<file path="src/hw/rtl/sprg_pkg.sv">
// Shared types and codes for the stepper pulse ramp generator
package sprg_pkg;

   localparam int unsigned FREQ_W  = 16;
   localparam int unsigned COUNT_W = 32;
   localparam logic [FREQ_W-1:0] FREQ_MAX = '1;

   // operation codes
   localparam logic [1:0] OP_TICK  = 2'd0;
   localparam logic [1:0] OP_START = 2'd1;
   localparam logic [1:0] OP_STOP  = 2'd2;

   typedef struct packed {
      logic [1:0]         operation;
      logic               direction;
      logic [FREQ_W-1:0]  start_freq;
      logic [FREQ_W-1:0]  accel_step;
      logic [FREQ_W-1:0]  accel_pulses;
      logic [FREQ_W-1:0]  decel_step;
      logic [FREQ_W-1:0]  decel_pulses;
      logic [COUNT_W-1:0] pulse_total;
   } req_payload_type;

   typedef struct packed {
      logic               pulse_level;
      logic               direction_level;
      logic [FREQ_W-1:0]  step_freq;
      logic               freq_changed;
      logic [COUNT_W-1:0] pulses_done;
      logic               running;
      logic               finished;
      logic               tick_handled;
   } rsp_payload_type;

endpackage

</file>
<file path="src/hw/rtl/sprg_if.sv">
// Valid/ready channel interfaces for requests and responses
interface sprg_req_if;
   logic                     valid;
   logic                     ready;
   sprg_pkg::req_payload_type payload;

   modport source (output valid, output payload, input ready);
   modport sink   (input valid, input payload, output ready);
endinterface

interface sprg_rsp_if;
   logic                     valid;
   logic                     ready;
   sprg_pkg::rsp_payload_type payload;

   modport source (output valid, output payload, input ready);
   modport sink   (input valid, input payload, output ready);
endinterface

</file>
<file path="src/hw/rtl/stepper_pulse_ramp_generator.sv">
// Stepper pulse sequencer with a linear speed ramp, one response per request
// The response is registered: it appears in the cycle after the request transaction.
// Throughput: one transaction per cycle while responses are taken; the move state
// updates at acceptance and the response slot frees when the consumer takes it.
// Reset (synchronous, active high) clears the move state, direction line and
// the response valid flag.
module stepper_pulse_ramp_generator (
   input  logic              clock,
   input  logic              reset,
   sprg_req_if.sink          req_channel,
   sprg_rsp_if.source        rsp_channel
);

   localparam int unsigned FW = sprg_pkg::FREQ_W;
   localparam int unsigned CW = sprg_pkg::COUNT_W;

   // move state
   logic          run_ff, run_in;
   logic          pulse_ff, pulse_in;
   logic          dir_ff, dir_in;
   logic [FW-1:0] freq_ff, freq_in;
   logic [FW-1:0] up_step_ff, up_step_in;
   logic [FW-1:0] up_count_ff, up_count_in;
   logic [FW-1:0] down_step_ff, down_step_in;
   logic [FW-1:0] down_count_ff, down_count_in;
   logic [CW-1:0] total_ff, total_in;
   logic [CW-1:0] done_ff, done_in;

   // response register
   logic                      rsp_valid_ff, rsp_valid_in;
   sprg_pkg::rsp_payload_type rsp_data_ff, rsp_data_in;

   logic accept;
   logic changed, finished, handled;

   // ramp helpers
   logic [FW:0]   freq_up_sum;
   logic [FW-1:0] freq_up_sat;
   logic [FW-1:0] freq_down_sat;
   logic [CW:0]   decel_reach;
   logic          in_accel;
   logic          in_decel;

   sprg_pkg::req_payload_type req;

   assign req    = req_channel.payload;
   assign accept = req_channel.valid && req_channel.ready;
   assign req_channel.ready = !rsp_valid_ff || rsp_channel.ready;

   // saturating ramp arithmetic and phase windows
   always_comb begin
      freq_up_sum   = {1'b0, freq_ff} + {1'b0, up_step_ff};
      freq_up_sat   = freq_up_sum[FW] ? sprg_pkg::FREQ_MAX : freq_up_sum[FW-1:0];
      freq_down_sat = (freq_ff > down_step_ff) ? (freq_ff - down_step_ff) : '0;
      decel_reach   = {1'b0, done_ff} + {{(CW-FW+1){1'b0}}, down_count_ff};
      in_accel      = (up_step_ff != '0) && (up_count_ff != '0)
                      && (done_ff < {{(CW-FW){1'b0}}, up_count_ff});
      in_decel      = (down_step_ff != '0) && (down_count_ff != '0)
                      && (decel_reach > {1'b0, total_ff});
   end

   // next move state for the accepted request
   always_comb begin
      run_in        = run_ff;
      pulse_in      = pulse_ff;
      dir_in        = dir_ff;
      freq_in       = freq_ff;
      up_step_in    = up_step_ff;
      up_count_in   = up_count_ff;
      down_step_in  = down_step_ff;
      down_count_in = down_count_ff;
      total_in      = total_ff;
      done_in       = done_ff;
      changed       = 1'b0;
      finished      = 1'b0;
      handled       = 1'b0;
      if (accept) begin
         unique case (req.operation)
            sprg_pkg::OP_TICK: begin
               if (run_ff) begin
                  handled = 1'b1;
                  if (done_ff >= total_ff) begin
                     // move complete: halt the timer, hold the line low
                     run_in   = 1'b0;
                     pulse_in = 1'b0;
                     finished = 1'b1;
                  end else if (pulse_ff) begin
                     // falling edge: count one pulse
                     pulse_in = 1'b0;
                     done_in  = done_ff + CW'(1);
                  end else begin
                     // rising edge: take a ramp step
                     pulse_in = 1'b1;
                     if (in_accel) begin
                        freq_in = freq_up_sat;
                        changed = 1'b1;
                     end else if (in_decel) begin
                        freq_in = freq_down_sat;
                        changed = 1'b1;
                     end
                  end
               end
            end
            sprg_pkg::OP_START: begin
               pulse_in = 1'b0;
               if ((req.start_freq != '0) && (req.pulse_total != '0)) begin
                  dir_in        = req.direction;
                  freq_in       = req.start_freq;
                  up_step_in    = req.accel_step;
                  up_count_in   = req.accel_pulses;
                  down_step_in  = req.decel_step;
                  down_count_in = req.decel_pulses;
                  total_in      = req.pulse_total;
                  done_in       = '0;
                  run_in        = 1'b1;
                  changed       = 1'b1;
               end
            end
            sprg_pkg::OP_STOP: begin
               // clear the move, keep the direction line
               run_in        = 1'b0;
               pulse_in      = 1'b0;
               freq_in       = '0;
               up_step_in    = '0;
               up_count_in   = '0;
               down_step_in  = '0;
               down_count_in = '0;
               total_in      = '0;
               done_in       = '0;
            end
            default: begin
            end
         endcase
      end
   end

   // response slot: load on acceptance, drop when taken
   always_comb begin
      rsp_valid_in = rsp_valid_ff;
      rsp_data_in  = rsp_data_ff;
      if (accept) begin
         rsp_valid_in                = 1'b1;
         rsp_data_in.pulse_level     = pulse_in;
         rsp_data_in.direction_level = dir_in;
         rsp_data_in.step_freq       = freq_in;
         rsp_data_in.freq_changed    = changed;
         rsp_data_in.pulses_done     = done_in;
         rsp_data_in.running         = run_in;
         rsp_data_in.finished        = finished;
         rsp_data_in.tick_handled    = handled;
      end else if (rsp_channel.ready) begin
         rsp_valid_in = 1'b0;
      end
   end

   // control and move state registers
   always_ff @(posedge clock) begin
      if (reset) begin
         run_ff        <= 1'b0;
         pulse_ff      <= 1'b0;
         dir_ff        <= 1'b0;
         freq_ff       <= '0;
         up_step_ff    <= '0;
         up_count_ff   <= '0;
         down_step_ff  <= '0;
         down_count_ff <= '0;
         total_ff      <= '0;
         done_ff       <= '0;
         rsp_valid_ff  <= 1'b0;
      end else begin
         run_ff        <= run_in;
         pulse_ff      <= pulse_in;
         dir_ff        <= dir_in;
         freq_ff       <= freq_in;
         up_step_ff    <= up_step_in;
         up_count_ff   <= up_count_in;
         down_step_ff  <= down_step_in;
         down_count_ff <= down_count_in;
         total_ff      <= total_in;
         done_ff       <= done_in;
         rsp_valid_ff  <= rsp_valid_in;
      end
   end

   // response payload
   always_ff @(posedge clock) begin
      rsp_data_ff <= rsp_data_in;
   end

   assign rsp_channel.valid   = rsp_valid_ff;
   assign rsp_channel.payload = rsp_data_ff;

endmodule
</file>
<file path="src/flat_wrapper.sv">
// flat-port wrapper written by rule: the top's interface ports become plain ports
module stepper_pulse_ramp_generator_flat 
  (clock, reset, req_channel_valid, req_channel_payload, req_channel_ready, rsp_channel_valid, rsp_channel_payload, rsp_channel_ready);
  sprg_req_if req_channel_i ();
  sprg_rsp_if rsp_channel_i ();
  input  logic clock;
  input  logic reset;
  input wire logic [$bits(req_channel_i.valid)-1:0] req_channel_valid;
  input wire logic [$bits(req_channel_i.payload)-1:0] req_channel_payload;
  output wire logic [$bits(req_channel_i.ready)-1:0] req_channel_ready;
  output wire logic [$bits(rsp_channel_i.valid)-1:0] rsp_channel_valid;
  output wire logic [$bits(rsp_channel_i.payload)-1:0] rsp_channel_payload;
  input wire logic [$bits(rsp_channel_i.ready)-1:0] rsp_channel_ready;
  assign req_channel_i.valid = req_channel_valid;
  assign req_channel_i.payload = req_channel_payload;
  assign req_channel_ready = req_channel_i.ready;
  assign rsp_channel_valid = rsp_channel_i.valid;
  assign rsp_channel_payload = rsp_channel_i.payload;
  assign rsp_channel_i.ready = rsp_channel_ready;
  stepper_pulse_ramp_generator u_core (.clock(clock), .reset(reset), .req_channel(req_channel_i), .rsp_channel(rsp_channel_i));
endmodule
</file>
<file path="config.mk">
export PLATFORM = sky130hd
export DESIGN_NAME = stepper_pulse_ramp_generator_flat
export DESIGN_NICKNAME = d
export VERILOG_FILES = /design/src/hw/rtl/sprg_pkg.sv /design/src/hw/rtl/sprg_if.sv /design/src/hw/rtl/stepper_pulse_ramp_generator.sv /design/src/flat_wrapper.sv
export SDC_FILE = /design/constraint.sdc
export NUM_CORES = 1
export LEC_CHECK = 0
export BUFFER_PORTS_ARGS = -buffer_cell sky130_fd_sc_hd__buf_2
export CAP_MARGIN = 20
export CELL_PAD_IN_SITES_DETAIL_PLACEMENT = 1
export CELL_PAD_IN_SITES_GLOBAL_PLACEMENT = 1
export CORE_ASPECT_RATIO = 1.4
export CORE_UTILIZATION = 40
export DETAILED_ROUTE_END_ITERATION = 7
export GPL_ROUTABILITY_DRIVEN = 0
export PLACE_DENSITY_LB_ADDON = 0.12
export SLEW_MARGIN = 20
export SYNTH_ARGS = -nofsm -noshare
export SYNTH_HDL_FRONTEND = slang
export SYNTH_SLANG_ARGS = --single-unit
</file>
<file path="constraint.sdc">
create_clock -name clock -period 4.9 [get_ports clock]
set_input_delay 0.49 -clock clock [delete_from_list [all_inputs] [get_ports clock]]
set_output_delay 0.49 -clock clock [all_outputs]
set_load 0.02 [all_outputs]
</file>
# == Yosys cells after proc, flatten, opt, wreduce, memory -nomap -nowiden ==
# Cells that the tools add are included.
# Widths: inputs -> output; s select.
# totals
latch_bits,0
mem_bits_rw,0
inputBits,119
wordCells,100
mem_bits_ro,0
out_inout_bits,56
n_memories,0
regBits,202
# classes
reduce_logical,20
n_shift,0
n_eq_ne,3
add_sub_neg,4
n_mux,50
order_cmp,4
bitwise,0
div,0
n_mul,0
# ops
operator,n
$mux 16,13
$mux 32,6
$pmux 16 s2,4
$pmux 32 s3,1
$reduce_bool 16->1,5
$pmux 32 s2,1
$pmux 16 s3,1
$add 32x16->33,1
$gt 33x32->1,1
$add 32x1->32 const B,1
$ge 32x32->1,1
$lt 32x16->1,1
$reduce_bool 32->1,1
$mux 1,21
$add 16x16->17,1
$gt 16x16->1,1
$sub 16x16->16,1
$logic_and 1x1->1,6
$pmux 1 s2,2
$reduce_bool 2->1,2
$pmux 1 s3,1
$reduce_and 3->1,1
$eq 2x1->1 const B,1
$eq 2x2->1 const B,1
other kinds (6),6

# == Depth between registers and ports, before layout ==
# Gate-level depths: netlist of run 1.
# depth
word_depth,10
mapped_depth,23
mapped_depth_nobuf,22

# == Least setup slack after synthesis of run 1 ==
# No wires, ideal clock.
# synth_path
path_type,flip-flop to flip-flop
startpoint,reg u_core.done_ff[1]
endpoint,reg u_core.rsp_data_ff (netlist bit u_core.rsp_channel.payload[48]) (data pin)
t_required_ps,4633
stages_incl_launch_ff,22
path_slack_ps,220
arrival_time_ps,4412
n_path_buf,1
setup_time_ps,267
period_less_slack_ps,4680
cell_sequence,dfxtp_1 > ha_1 > a21o_1 > a21oi_1 > o21bai_1 > a311oi_1 > o311ai_0 > nand4_1 > a21boi_1 > nand2_1 > xnor2_1 > ha_1 > a21o_1 > a211o_1 > a21oi_1 > nand4_1 > o211ai_1 > a21o_1 > buf_6 > nor3_2 > o41ai_1 > nor2_1
# synth_via
elab_chain_len,10
word_cells_on_any_way,13
cone_classes,add/sub: 1; order compare: 3; mux: 7; reduce/logical: 2
# synth_lines
item,line_no,rtl
"start, declared",stepper_pulse_ramp_generator.sv:27,"logic [CW-1:0] done_ff, done_in;"
"start signal, assigned",stepper_pulse_ramp_generator.sv:180,done_ff <= done_in;
$add 32x16->33,stepper_pulse_ramp_generator.sv:55,"decel_reach = {1'b0, done_ff} + {{(CW-FW+1){1'b0}}, down_count_ff};"
$gt 33x32->1,stepper_pulse_ramp_generator.sv:59,"&& (decel_reach > {1'b0, total_ff});"
$logic_and 1x1->1,stepper_pulse_ramp_generator.sv:59,
$mux 16,stepper_pulse_ramp_generator.sv:97,end else if (in_decel) begin
$mux 16,stepper_pulse_ramp_generator.sv:94,if (in_accel) begin
$mux 16,stepper_pulse_ramp_generator.sv:87,end else if (pulse_ff) begin
$mux 16 (*),stepper_pulse_ramp_generator.sv:82,if (done_ff >= total_ff) begin
$mux 16 (*),stepper_pulse_ramp_generator.sv:80,if (run_ff) begin
$pmux 16 s3 (*),stepper_pulse_ramp_generator.sv:78,unique case (req.operation)
$mux 16 (*),stepper_pulse_ramp_generator.sv:77,if (accept) begin
net u_core.freq_in[12],stepper_pulse_ramp_generator.sv:21,"logic [FW-1:0] freq_ff, freq_in;"
"end signal, assigned",stepper_pulse_ramp_generator.sv:187,rsp_data_ff <= rsp_data_in;
"end, declared",stepper_pulse_ramp_generator.sv:31,"sprg_pkg::rsp_payload_type rsp_data_ff, rsp_data_in;"
# The timed path passes the listed nets; every way through them passes the cells marked *.
# A chain may end at the register's enable or synchronous reset.

# == Worst setup path in the final report of run 1 ==
# layout_path
startpoint,reg u_core.done_ff[0]
endpoint,reg u_core.freq_ff[6]
# layout_via
elab_chain_len,10
word_cells_on_any_way,13
cone_classes,add/sub: 1; order compare: 3; mux: 7; reduce/logical: 2
# layout_lines
item,line_no,rtl
$add 32x16->33,stepper_pulse_ramp_generator.sv:55,
$gt 33x32->1,stepper_pulse_ramp_generator.sv:59,
$logic_and 1x1->1,stepper_pulse_ramp_generator.sv:59,
$mux 16,stepper_pulse_ramp_generator.sv:97,
$mux 16,stepper_pulse_ramp_generator.sv:94,
$mux 16,stepper_pulse_ramp_generator.sv:87,
$mux 16 (*),stepper_pulse_ramp_generator.sv:82,
$mux 16 (*),stepper_pulse_ramp_generator.sv:80,
$pmux 16 s3 (*),stepper_pulse_ramp_generator.sv:78,
$mux 16 (*),stepper_pulse_ramp_generator.sv:77,
net u_core.freq_in[6],stepper_pulse_ramp_generator.sv:21,
"end signal, assigned",stepper_pulse_ramp_generator.sv:174,freq_ff <= freq_in;
"end, declared",stepper_pulse_ramp_generator.sv:21,
# Marked as above.

==> impl_metrics.toml, run 1 <==
[setup_path]
cp-end-kind = "register"
cp_slowest_cell = "a311o_2"
cp.buffers_inverters = 4
ff2ff_path_depth = 22
worstReg2RegEnd = "u_core.freq_ff[6]$_SDFF_PP0_"
reg2reg_from = "u_core.done_ff[0]$_SDFF_PP0_"
rrSetupSlack_ns = 0.14
crit_path_max_fanout = 8
slowest_delay_ns = 0.42
critPathKind = "reg2reg"
worstPathCellList = "ha_2, inv_1, fa_1, nor2b_2, o31ai_2, a211o_1, a311o_2, nor2_2, xor2_1, ha_1, a21o_1, a211o_1, a21oi_2, nand4_1, o211ai_1, buf_4, buf_4, nand3_2, buf_4, a221oi_2, a311oi_2, and2_1"
cpMostUsedCell = "buf_4"
startpoint_type = "register"
cp_data_arrival_time_ns = 5.18
crit_family = "compound AO/OA/AOI/OAI gates"
required_ns = 5.32

[logic_synthesis]
synth.avg_cell_area_um2 = 8.47
ys_ff_latch = 202
async_reset_ff_share_pct = 0
synth_xor_area_share_pct = 3.25
syn_nets = 1778
synthMuxAreaShare_pct = 1.26
synth_cell_types = 70
syn_area_mm2 = 0.0129
synth-simple-area-share_pct = 19.3
synth_top_family_by_area = "compound AO/OA/AOI/OAI gates"
synth-seq-area-share_pct = 35.4
synth_cells = 1528
ys.flop_type = "dfxtp_1"
synth_edf_count = 54
synthAdderAreaFrac_pct = 12.8
ys.warnings.count = 0
synth_compound_area_share_pct = 22.8

[place]
place.port_buffers = 174
place_ws_ns = -0.330
dp_hpwl_mm = 37.2
postPlaceCellArea_mm2 = 0.0146

[layout]
nets = 1980
final_common_cell = "nor2_1"
num_antenna_cells = 0
syn_to_final_growth_pct = 19.9
layout-drive-gt1-share_pct = 19.8
finalInstanceArea_mm2 = 0.0155
num-fill-cells = 3842
mostFrequentLayoutCells = "nor2_1, buf_2, dfxtp_1"

[sta]
setup_slack_ns = 0.142
fin_tns_setup_ns = 0
rsz0062_at_grt = "true"
max_freq_mhz = 210
hold_violations = 0
drv_slew = 0
skew_ns = 0.0204
worst_pin_slew_ns = 1.13
hold_ws_ns = 0.205
slew_headroom_pct = 23.8
finalSetupViolations = 0
period_share_pct = 97.1
post-route-min-period_ns = 4.76

[hold_path]
hold_class = "in2reg"
holdPathEnd = "u_core.rsp_channel.valid$_SDFFE_PP0P_"
hold_path_depth = 3
min_from = "req_channel_valid"

[detailed_routing]
route.detailed.drc = 0
wl_per_cell_um = 22.2
firstDrtPassIters = 5
wl_mm = 47.6
ant_nets = 0
first_iter_violations = 605
via_per_inst = 5.91
num_vias = 12600

[clock_network]
cts-hold-fix-buffers = 0
ctsRootBufferMaster = "clkbuf_16"
tritoncts = "done"
clockBufferDepth = 3
clkTransAtPathRegs_ns = 0.07
cts_made_buffers = 23
htreeDepth = 1
insertion_delay_ns = 0.53
cts.sinks = 202

[floorplanning]
die_x_um = 154
die_area_mm2 = 0.0331
placementRows = 77
initial_core_util_pct = 40.8
die_height_um = 215
fp.coreArea_mm2 = 0.0317
boundaryPins = 175

[global_routing]
antenna_found_initial = 0
grt_pass1_vias = 13100
grt_usage_pct = 28.4
grt_max_degree = 71
grt.overflow.total = 0
grt_pass1_wl_mm = 73.0

[power]
p_leak_nw = 6.66
ir_drop_mv = 0.213
p_per_area_mw_per_mm2 = 272
p_total_w = 0.00423

[outcome]
status = "completed"

[job]
cap_violations = 0
==> sequential cells by signal, summed over array words and instances (netlist names), 16 cells and up <==
| register | count |
|---|---|
| u_core.total_ff | 32 |
| u_core.down_step_ff | 16 |
| u_core.freq_ff | 16 |
| u_core.down_count_ff | 16 |
| u_core.up_step_ff | 16 |
| u_core.done_ff | 32 |
| u_core.rsp_channel.payload | 54 |
| u_core.up_count_ff | 16 |
==> cell usage after synthesis, drive strengths merged, types with 5 or more instances <==
library cell,number,area [um^2]
nor2,179,672
dfxtp,148,2960
ha,128,1600
a21oi,116,581
nand2,110,415
inv,101,379
a22oi,99,743
o21ai,71,355
clkbuf,57,214
edfxtp,54,1620
nor4,39,250
xnor2,35,307
nor3,31,165
nand4,30,188
nand3,29,150
and2,25,156
a21o,23,173
a211oi,19,143
buf,14,67.6
a31oi,13,81.3
and3,13,81.3
xor2,13,114
nand2b,11,68.8
o21a,11,82.6
mux2,10,113
or3,10,62.6
a311oi,9,78.8
nor2b,9,56.3
or2,9,56.3
a221oi,8,70.1
o221ai,8,70.1
a21boi,7,52.6
nand4b,7,61.3
a211o,5,43.8
a22o,5,43.8
mux2i,5,50.1
o31ai,5,42.5
==> metrics by stage <==
step / util, % / std cells
floorplan: - / 1528
global placement: 46.1 / 2096
detailed placement: 46.1 / 2096
CTS: 48.5 / 2139
global route: 49.0 / 2141
finish: 49.0 / 2141
==> how the worst max path moves through the flow <==
stage / from / to / slack, ns / depth (start not counted)
after floorplan: u_core.done_ff[1]$_SDFF_PP0_ / u_core.rsp_channel.payload[48]$_DFFE_PP_ / 0.22 / 21
after global placement: u_core.done_ff[1]$_SDFF_PP0_ / u_core.rsp_channel.payload[48]$_DFFE_PP_ / -0.10 / 22
after detailed placement: u_core.done_ff[1]$_SDFF_PP0_ / u_core.rsp_channel.payload[44]$_DFFE_PP_ / -0.33 / 22
after CTS: u_core.done_ff[2]$_SDFF_PP0_ / u_core.rsp_channel.payload[44]$_DFFE_PP_ / 0.02 / 23
after global routing: u_core.down_count_ff[0]$_SDFFE_PP0P_ / u_core.freq_ff[6]$_SDFF_PP0_ / -0.03 / 24
final: u_core.done_ff[0]$_SDFF_PP0_ / u_core.freq_ff[6]$_SDFF_PP0_ / 0.14 / 22
==> timing repair <==
action / CTS / global route
setup buffers: 2 / 2
endpoints found under the hold margin: 0 / 0
setup endpoints to repair: 32 / 33
pin swaps: 5 / 20
resized for setup: 9 / 31
==> area by class of cell <==
cell class	instances	area [um^2]	share of cell area, %
clock buffer	28	614	3.96
tap	395	494	3.18
sequential	202	4580	29.5
timing repair buffer	248	1450	9.36
inverter	101	379	2.44
multi-input combinational	1154	7900	50.9
clock inverter	13	103	0.661
==> kinds of logic (layout without fill, tap and decap cells) <==
| family | Yosys count | in the layout |
|---|---|---|
| compound gates | 444 | 444 |
| xor+xnor | 48 | 48 |
| fa+ha+maj | 131 | 131 |
| buf+inv | 172 | 390 |
| flops | 202 | 202 |
| mux | 15 | 15 |
| simple gates | 516 | 516 |
==> worst min-delay path, delay by kind of cell <==
kind | cells | cell delay, ns
AOI/OAI and AO/OA | 1 | 0.05
buffers and inverters | 2 | 0.14
==> routing by layer <==
layer / up-vias / routed length, um / share of wire, % / GRT usage, %
li1: 6045 / - / - / -
met1: 6208 / 18400 / 39 / 31.1
met2: 299 / 25400 / 53 / 53.7
met3: 94 / 1500 / 3.1 / 2.64
met4: 0 / 2310 / 4.9 / 14.6
met5: - / 0 / 0 / 0
==> power breakdown <==
part,total (W),switching [W],internal (W)
Combinational,0.000735,0.000468,0.000267
Sequential,0.00181,0.0000409,0.00177
Clock,0.00168,0.000737,0.000948
Total,0.00423,0.00125,0.00298
No activity file was read; power rests on OpenSTA's default activity.
==> inputs of run 2 (changes only) <==
--- a/config.mk
+++ b/config.mk
@@ -10,7 +10,8 @@
 export CELL_PAD_IN_SITES_DETAIL_PLACEMENT = 1
 export CELL_PAD_IN_SITES_GLOBAL_PLACEMENT = 1
 export CORE_ASPECT_RATIO = 1.4
-export CORE_UTILIZATION = 40
+export CORE_UTILIZATION = 41
+export CTS_BUF_LIST = sky130_fd_sc_hd__clkbuf_8
 export DETAILED_ROUTE_END_ITERATION = 7
 export GPL_ROUTABILITY_DRIVEN = 0
 export PLACE_DENSITY_LB_ADDON = 0.12
==> run 2 against run 1 <==
Against the previous run:
- utilization up 0.89 points
- the run now ends with DRC left
- non-clock buffer count down 5
- worst hold slack worse by 0.0083 ns
- power down 5.3%
- worst setup slack better by 0.092 ns
- sequential share of layout area up 0.21 points
- clock-buffer cell count up 12
- via count up 1.8%
- cell area down 0.72%
==> impl_metrics.toml, run 2 (synthesis results as in run 1) <==
[detailed_routing]
num_vias = 12900
wl_mm = 48.0
firstDrtPassIters = 8
wl_per_cell_um = 22.3
ant_nets = 0
via_per_inst = 5.98
first_iter_violations = 648
route.detailed.drc = 10

[sta]
skew_ns = 0.0214
setup_slack_ns = 0.234
drv_slew = 0
slew_headroom_pct = 18.4
period_share_pct = 95.2
finalSetupViolations = 0
worst_pin_slew_ns = 1.21
hold_violations = 0
post-route-min-period_ns = 4.67
fin_tns_setup_ns = 0
max_freq_mhz = 214

[layout]
final_util_pct = 49.9
largest_reg_flops = 54
fin_cells = 2155
mostFrequentLayoutCells = "nor2_1, buf_2, dfxtp_1"
final_common_cell = "nor2_1"
syn_to_final_growth_pct = 19.0
nets = 1989
layout-drive-gt1-share_pct = 19.6

[clock_network]
cts-hold-fix-buffers = 0
htreeDepth = 2
ctsRootBufferMaster = "clkbuf_8"
cts.sinks = 202
cts_made_buffers = 37
clkTransAtPathRegs_ns = 0.06
insertion_delay_ns = 0.55
clockBufferDepth = 3
tritoncts = "done"

[setup_path]
rrSetupSlack_ns = 0.23
crit_path_max_fanout = 8
critPathCapture = "u_core.freq_ff[5]$_SDFF_PP0_"
cp_data_arrival_time_ns = 5.10
cp-end-kind = "register"
startpoint_type = "register"
required_ns = 5.33
worstReg2RegEnd = "u_core.freq_ff[5]$_SDFF_PP0_"
critPathKind = "reg2reg"
startpoint = "u_core.down_count_ff[0]$_SDFFE_PP0P_"
ff2ff_path_depth = 22
reg2reg_from = "u_core.down_count_ff[0]$_SDFFE_PP0P_"

[floorplanning]
die_x_um = 152
initial_core_util_pct = 41.9
boundaryPins = 175
die_height_um = 212
die_area_mm2 = 0.0323
placementRows = 76
fp.coreArea_mm2 = 0.0309

[hold_path]
hold_class = "in2reg"

[job]
cap_violations = 0

[global_routing]
grt_pass1_wl_mm = 74.0
grt.overflow.total = 0
grt_usage_pct = 29.5
grt_pass1_vias = 13400
antenna_found_initial = 2
grt_max_degree = 69

[power]
p_per_area_mw_per_mm2 = 260
p_leak_nw = 6.68
ir_drop_mv = 0.175

[outcome]
status = "finished with violations"
violations = "DRC"

[place]
place_ws_ns = -0.260
place_inst = 2086
place.port_buffers = 174
dp_hpwl_mm = 37.2
-- run 2: final cells by class --
class | instances | area [um^2]
antenna | 1 | 2.50
timing repair buffer | 243 | 1410
sequential | 202 | 4580
inverter | 101 | 379
multi-input combinational | 1154 | 7910
tap | 390 | 488
fill | 3733 | 15500
clock buffer | 40 | 551
clock inverter | 24 | 93.8
-- run 2: what timing repair did --
action / 4_1_cts / 5_1_grt
setup buffers: 1 / 3
pin swaps: 2 / 12
gates resized for setup: 9 / 33
setup endpoints to repair: 32 / 33
endpoints found under the hold margin: 0 / 0
-- run 2: stage by stage --
step / power [W] / hold slack (ns) / area (um^2)
floorplan: 0.00225 / 0.465 / 12900
global placement: 0.00253 / 0.483 / 14600
detailed placement: 0.00254 / 0.494 / 14600
CTS: 0.00402 / 0.171 / 15200
global route: 0.00417 / 0.186 / 15400
finish: 0.00400 / 0.196 / 15400
-- run 2: critical path, cell delays in order, from the launching register on --
cell and delay [ns]:
dfxtp_1 0.33, ha_1 0.16, inv_1 0.06, fa_2 0.37, nor2b_4 0.18, o31ai_4 0.08
a211o_1 0.30, a311o_2 0.41, nor2_2 0.15, xor2_1 0.15, ha_1 0.26, a21o_1 0.18
a211o_1 0.31, a21oi_2 0.15, nand4_1 0.11, o211ai_1 0.19, buf_4 0.17, buf_4 0.13
nand3_2 0.07, buf_4 0.19, a221oi_1 0.32, a311oi_1 0.10, and2_1 0.17
-- run 2: routing by layer --
metal | wire, um | global-route usage, % | part of all wire, %
met1 | 17900 | 31.6 | 37
met4 | 2940 | 18.4 | 6.1
met2 | 25200 | 55.3 | 53
met3 | 1900 | 3.63 | 4.0
met5 | 8 | 0 | 0.017
-- run 2: worst min-delay path by stage --
stage,from,end,slack (ns),cells after the start
after CTS,req_channel_payload[53],u_core.down_step_ff[5]$_SDFFE_PP0P_,0.17,3
after global placement,u_core.total_ff[28]$_SDFFE_PP0P_,u_core.total_ff[28]$_SDFFE_PP0P_,0.48,2
after floorplan,u_core.total_ff[10]$_SDFFE_PP0P_,u_core.total_ff[10]$_SDFFE_PP0P_,0.47,2
after detailed placement,u_core.total_ff[23]$_SDFFE_PP0P_,u_core.total_ff[23]$_SDFFE_PP0P_,0.49,2
after global routing,req_channel_payload[67],u_core.up_count_ff[3]$_SDFFE_PP0P_,0.19,3
final,req_channel_payload[51],u_core.down_step_ff[3]$_SDFFE_PP0P_,0.20,3
-- run 2: power breakdown --
part	switching (W)	internal, W
logic	0.000466	0.000262
registers	0.0000405	0.00177
clock network	0.000721	0.000746
==> inputs of run 3 (changes only) <==
--- a/config.mk
+++ b/config.mk
@@ -9,7 +9,7 @@
 export CAP_MARGIN = 20
 export CELL_PAD_IN_SITES_DETAIL_PLACEMENT = 1
 export CELL_PAD_IN_SITES_GLOBAL_PLACEMENT = 1
-export CORE_ASPECT_RATIO = 1.4
+export CORE_ASPECT_RATIO = 1.1
 export CORE_UTILIZATION = 41
 export CTS_BUF_LIST = sky130_fd_sc_hd__clkbuf_8
 export DETAILED_ROUTE_END_ITERATION = 7
==> run 3 against run 2 <==
Against the previous run:
- worst setup slack lost 0.11 ns
- utilization grew 1.0 points
- sequential power is essentially flat
- register-to-register slack lost 0.11 ns
- fmax shrank 2.2%
- the flow now finishes without violations
- critical endpoint is now u_core.freq_ff[4]$_SDFF_PP0_
- non-clock buffer count grew 2
- routed wire length shrank 1.3%
- cell count grew 1.5%
- first-iteration DRC count grew 31%
- global-route usage shrank 0.46 points
==> impl_metrics.toml, run 3 (synthesis results as in run 1) <==
[outcome]
status = "completed"

[global_routing]
grt_max_degree = 97
antenna_found_initial = 2
grt_pass1_vias = 13200
grt_pass1_wl_mm = 72.3
grt.overflow.total = 0
grt_usage_pct = 29.1

[layout]
nets = 1993
final_common_cell = "nor2_1"
num_antenna_cells = 0
finalInstanceArea_mm2 = 0.0157
largest_reg_flops = 54
num-fill-cells = 3757
mostFrequentLayoutCells = "nor2_1, buf_2, dfxtp_1"
fin_cells = 2188
syn_to_final_growth_pct = 20.9
layout-drive-gt1-share_pct = 20.8

[sta]
worst_pin_slew_ns = 0.946
hold_violations = 0
rsz0062_at_grt = "true"
hold_ws_ns = 0.191
post-route-min-period_ns = 4.77
slew_headroom_pct = 36.9
drv_slew = 0
skew_ns = 0.0263
max_freq_mhz = 210
period_share_pct = 97.4
finalSetupViolations = 0
setup_slack_ns = 0.127

[setup_path]
slowest_delay_ns = 0.50
rrSetupSlack_ns = 0.13
cp_data_arrival_time_ns = 5.26
crit_family = "compound AO/OA/AOI/OAI gates"
ff2ff_path_depth = 21
worstPathCellList = "ha_4, inv_2, fa_2, nor2b_4, o31ai_4, a211o_1, a311o_2, nor2_2, xor2_1, ha_1, a21o_1, a211o_1, a21oi_2, nand4_1, o211ai_1, buf_4, a21o_1, buf_6, o221ai_1, a311oi_2, and2_1"
critPathKind = "reg2reg"
crit_path_max_fanout = 8
cp-end-kind = "register"
cp_slowest_cell = "a311o_2"
required_ns = 5.38
cp.buffers_inverters = 3
worstReg2RegEnd = "u_core.freq_ff[4]$_SDFF_PP0_"
reg2reg_from = "u_core.down_count_ff[0]$_SDFFE_PP0P_"
startpoint_type = "register"
startpoint = "u_core.down_count_ff[0]$_SDFFE_PP0P_"

[detailed_routing]
route.detailed.drc = 0
first_iter_violations = 846
ant_nets = 0
firstDrtPassIters = 4
num_vias = 12700
wl_per_cell_um = 21.7
wl_met2_mm = 23.2
wl_mm = 47.4
routed.top_layer = "met5"
via_per_inst = 5.82
wl_met1_mm = 20.0
wl_met3_mm = 2.28

[hold_path]
min_from = "req_channel_payload[45]"
hold_path_depth = 3
hold_class = "in2reg"
holdPathEnd = "u_core.down_count_ff[13]$_SDFFE_PP0P_"

[power]
ir_drop_mv = 0.175
p_per_area_mw_per_mm2 = 273
p_leak_nw = 6.75

[floorplanning]
fp.coreArea_mm2 = 0.0308
die_height_um = 188
die_area_mm2 = 0.0323
boundaryPins = 175
die_x_um = 171
initial_core_util_pct = 42.1
placementRows = 67

[clock_network]
clockBufferDepth = 3
clkTransAtPathRegs_ns = 0.06
htreeDepth = 2
cts.sinks = 202
insertion_delay_ns = 0.56
ctsRootBufferMaster = "clkbuf_8"
cts_made_buffers = 39
tritoncts = "done"

[place]
dp_hpwl_mm = 35.9
place_inst = 2114
postPlaceCellArea_mm2 = 0.0146
place.port_buffers = 174
place_ws_ns = -0.439

[job]
cap_violations = 0
-- run 3: timing repair --
item / 4_1_cts / 5_1_grt
hold buffers: 0 / 0
endpoints found under the setup margin: 33 / 32
cloned: 0 / 0
resized for setup: 9 / 46
pin swaps: 4 / 34
setup buffers: 1 / 0
-- run 3: cell type report --
| type | instances | area, um^2 | area share, % |
|---|---|---|---|
| sequential | 202 | 4590 | 29.3 |
| clock inverter | 26 | 160 | 1.02 |
| timing repair buffer | 245 | 1420 | 9.06 |
| multi-input combinational | 1154 | 7960 | 50.8 |
| inverter | 101 | 379 | 2.42 |
| clock buffer | 46 | 633 | 4.04 |
| tap | 414 | 518 | 3.31 |
-- run 3: worst max-delay path by stage --
stage                                                     to  slack (ns)  cells past startpoint
floorplan           u_core.rsp_channel.payload[48]$_DFFE_PP_        0.22                     21
global placement                u_core.freq_ff[6]$_SDFF_PP0_       -0.15                     20
detailed placement              u_core.freq_ff[0]$_SDFF_PP0_       -0.44                     20
CTS                             u_core.freq_ff[6]$_SDFF_PP0_        0.03                     21
global route                    u_core.freq_ff[4]$_SDFF_PP0_       -0.13                     21
finish                          u_core.freq_ff[4]$_SDFF_PP0_        0.13                     21
-- run 3: power breakdown --
group	switching, W	internal, W	leakage, nW
Combinational	0.000467	0.000264	4.55
Sequential	0.0000391	0.00177	1.74
Clock	0.000775	0.000959	0.468
-- run 3: layer usage --
metal | vias up | GRT usage (%)
met5 | - | 0
met1 | 6202 | 35.5
met2 | 347 | 50.1
met4 | 4 | 12.5
li1 | 6074 | -
met3 | 105 | 4.52
-- run 3: metrics by stage --
step / power, W / utilization (%) / setup TNS [ns]
after floorplan: 0.00225 / - / 0
after global placement: 0.00252 / 47.4 / -1.51
after detailed placement: 0.00253 / 47.4 / -9.38
after CTS: 0.00428 / 50.1 / 0
after global routing: 0.00445 / 50.9 / -1.30
final: 0.00427 / 50.9 / 0
-- run 3: worst register-to-register path: stages, from the launching register on --
cell and delay [ns]:
dfxtp_2 0.35, ha_4 0.14, inv_2 0.04, fa_2 0.39, nor2b_4 0.16, o31ai_4 0.10, a211o_1 0.33, a311o_2 0.50
nor2_2 0.13, xor2_1 0.17, ha_1 0.27, a21o_1 0.21, a211o_1 0.27, a21oi_2 0.13, nand4_1 0.11, o211ai_1 0.17
buf_4 0.20, a21o_1 0.22, buf_6 0.18, o221ai_1 0.15, a311oi_2 0.34, and2_1 0.16
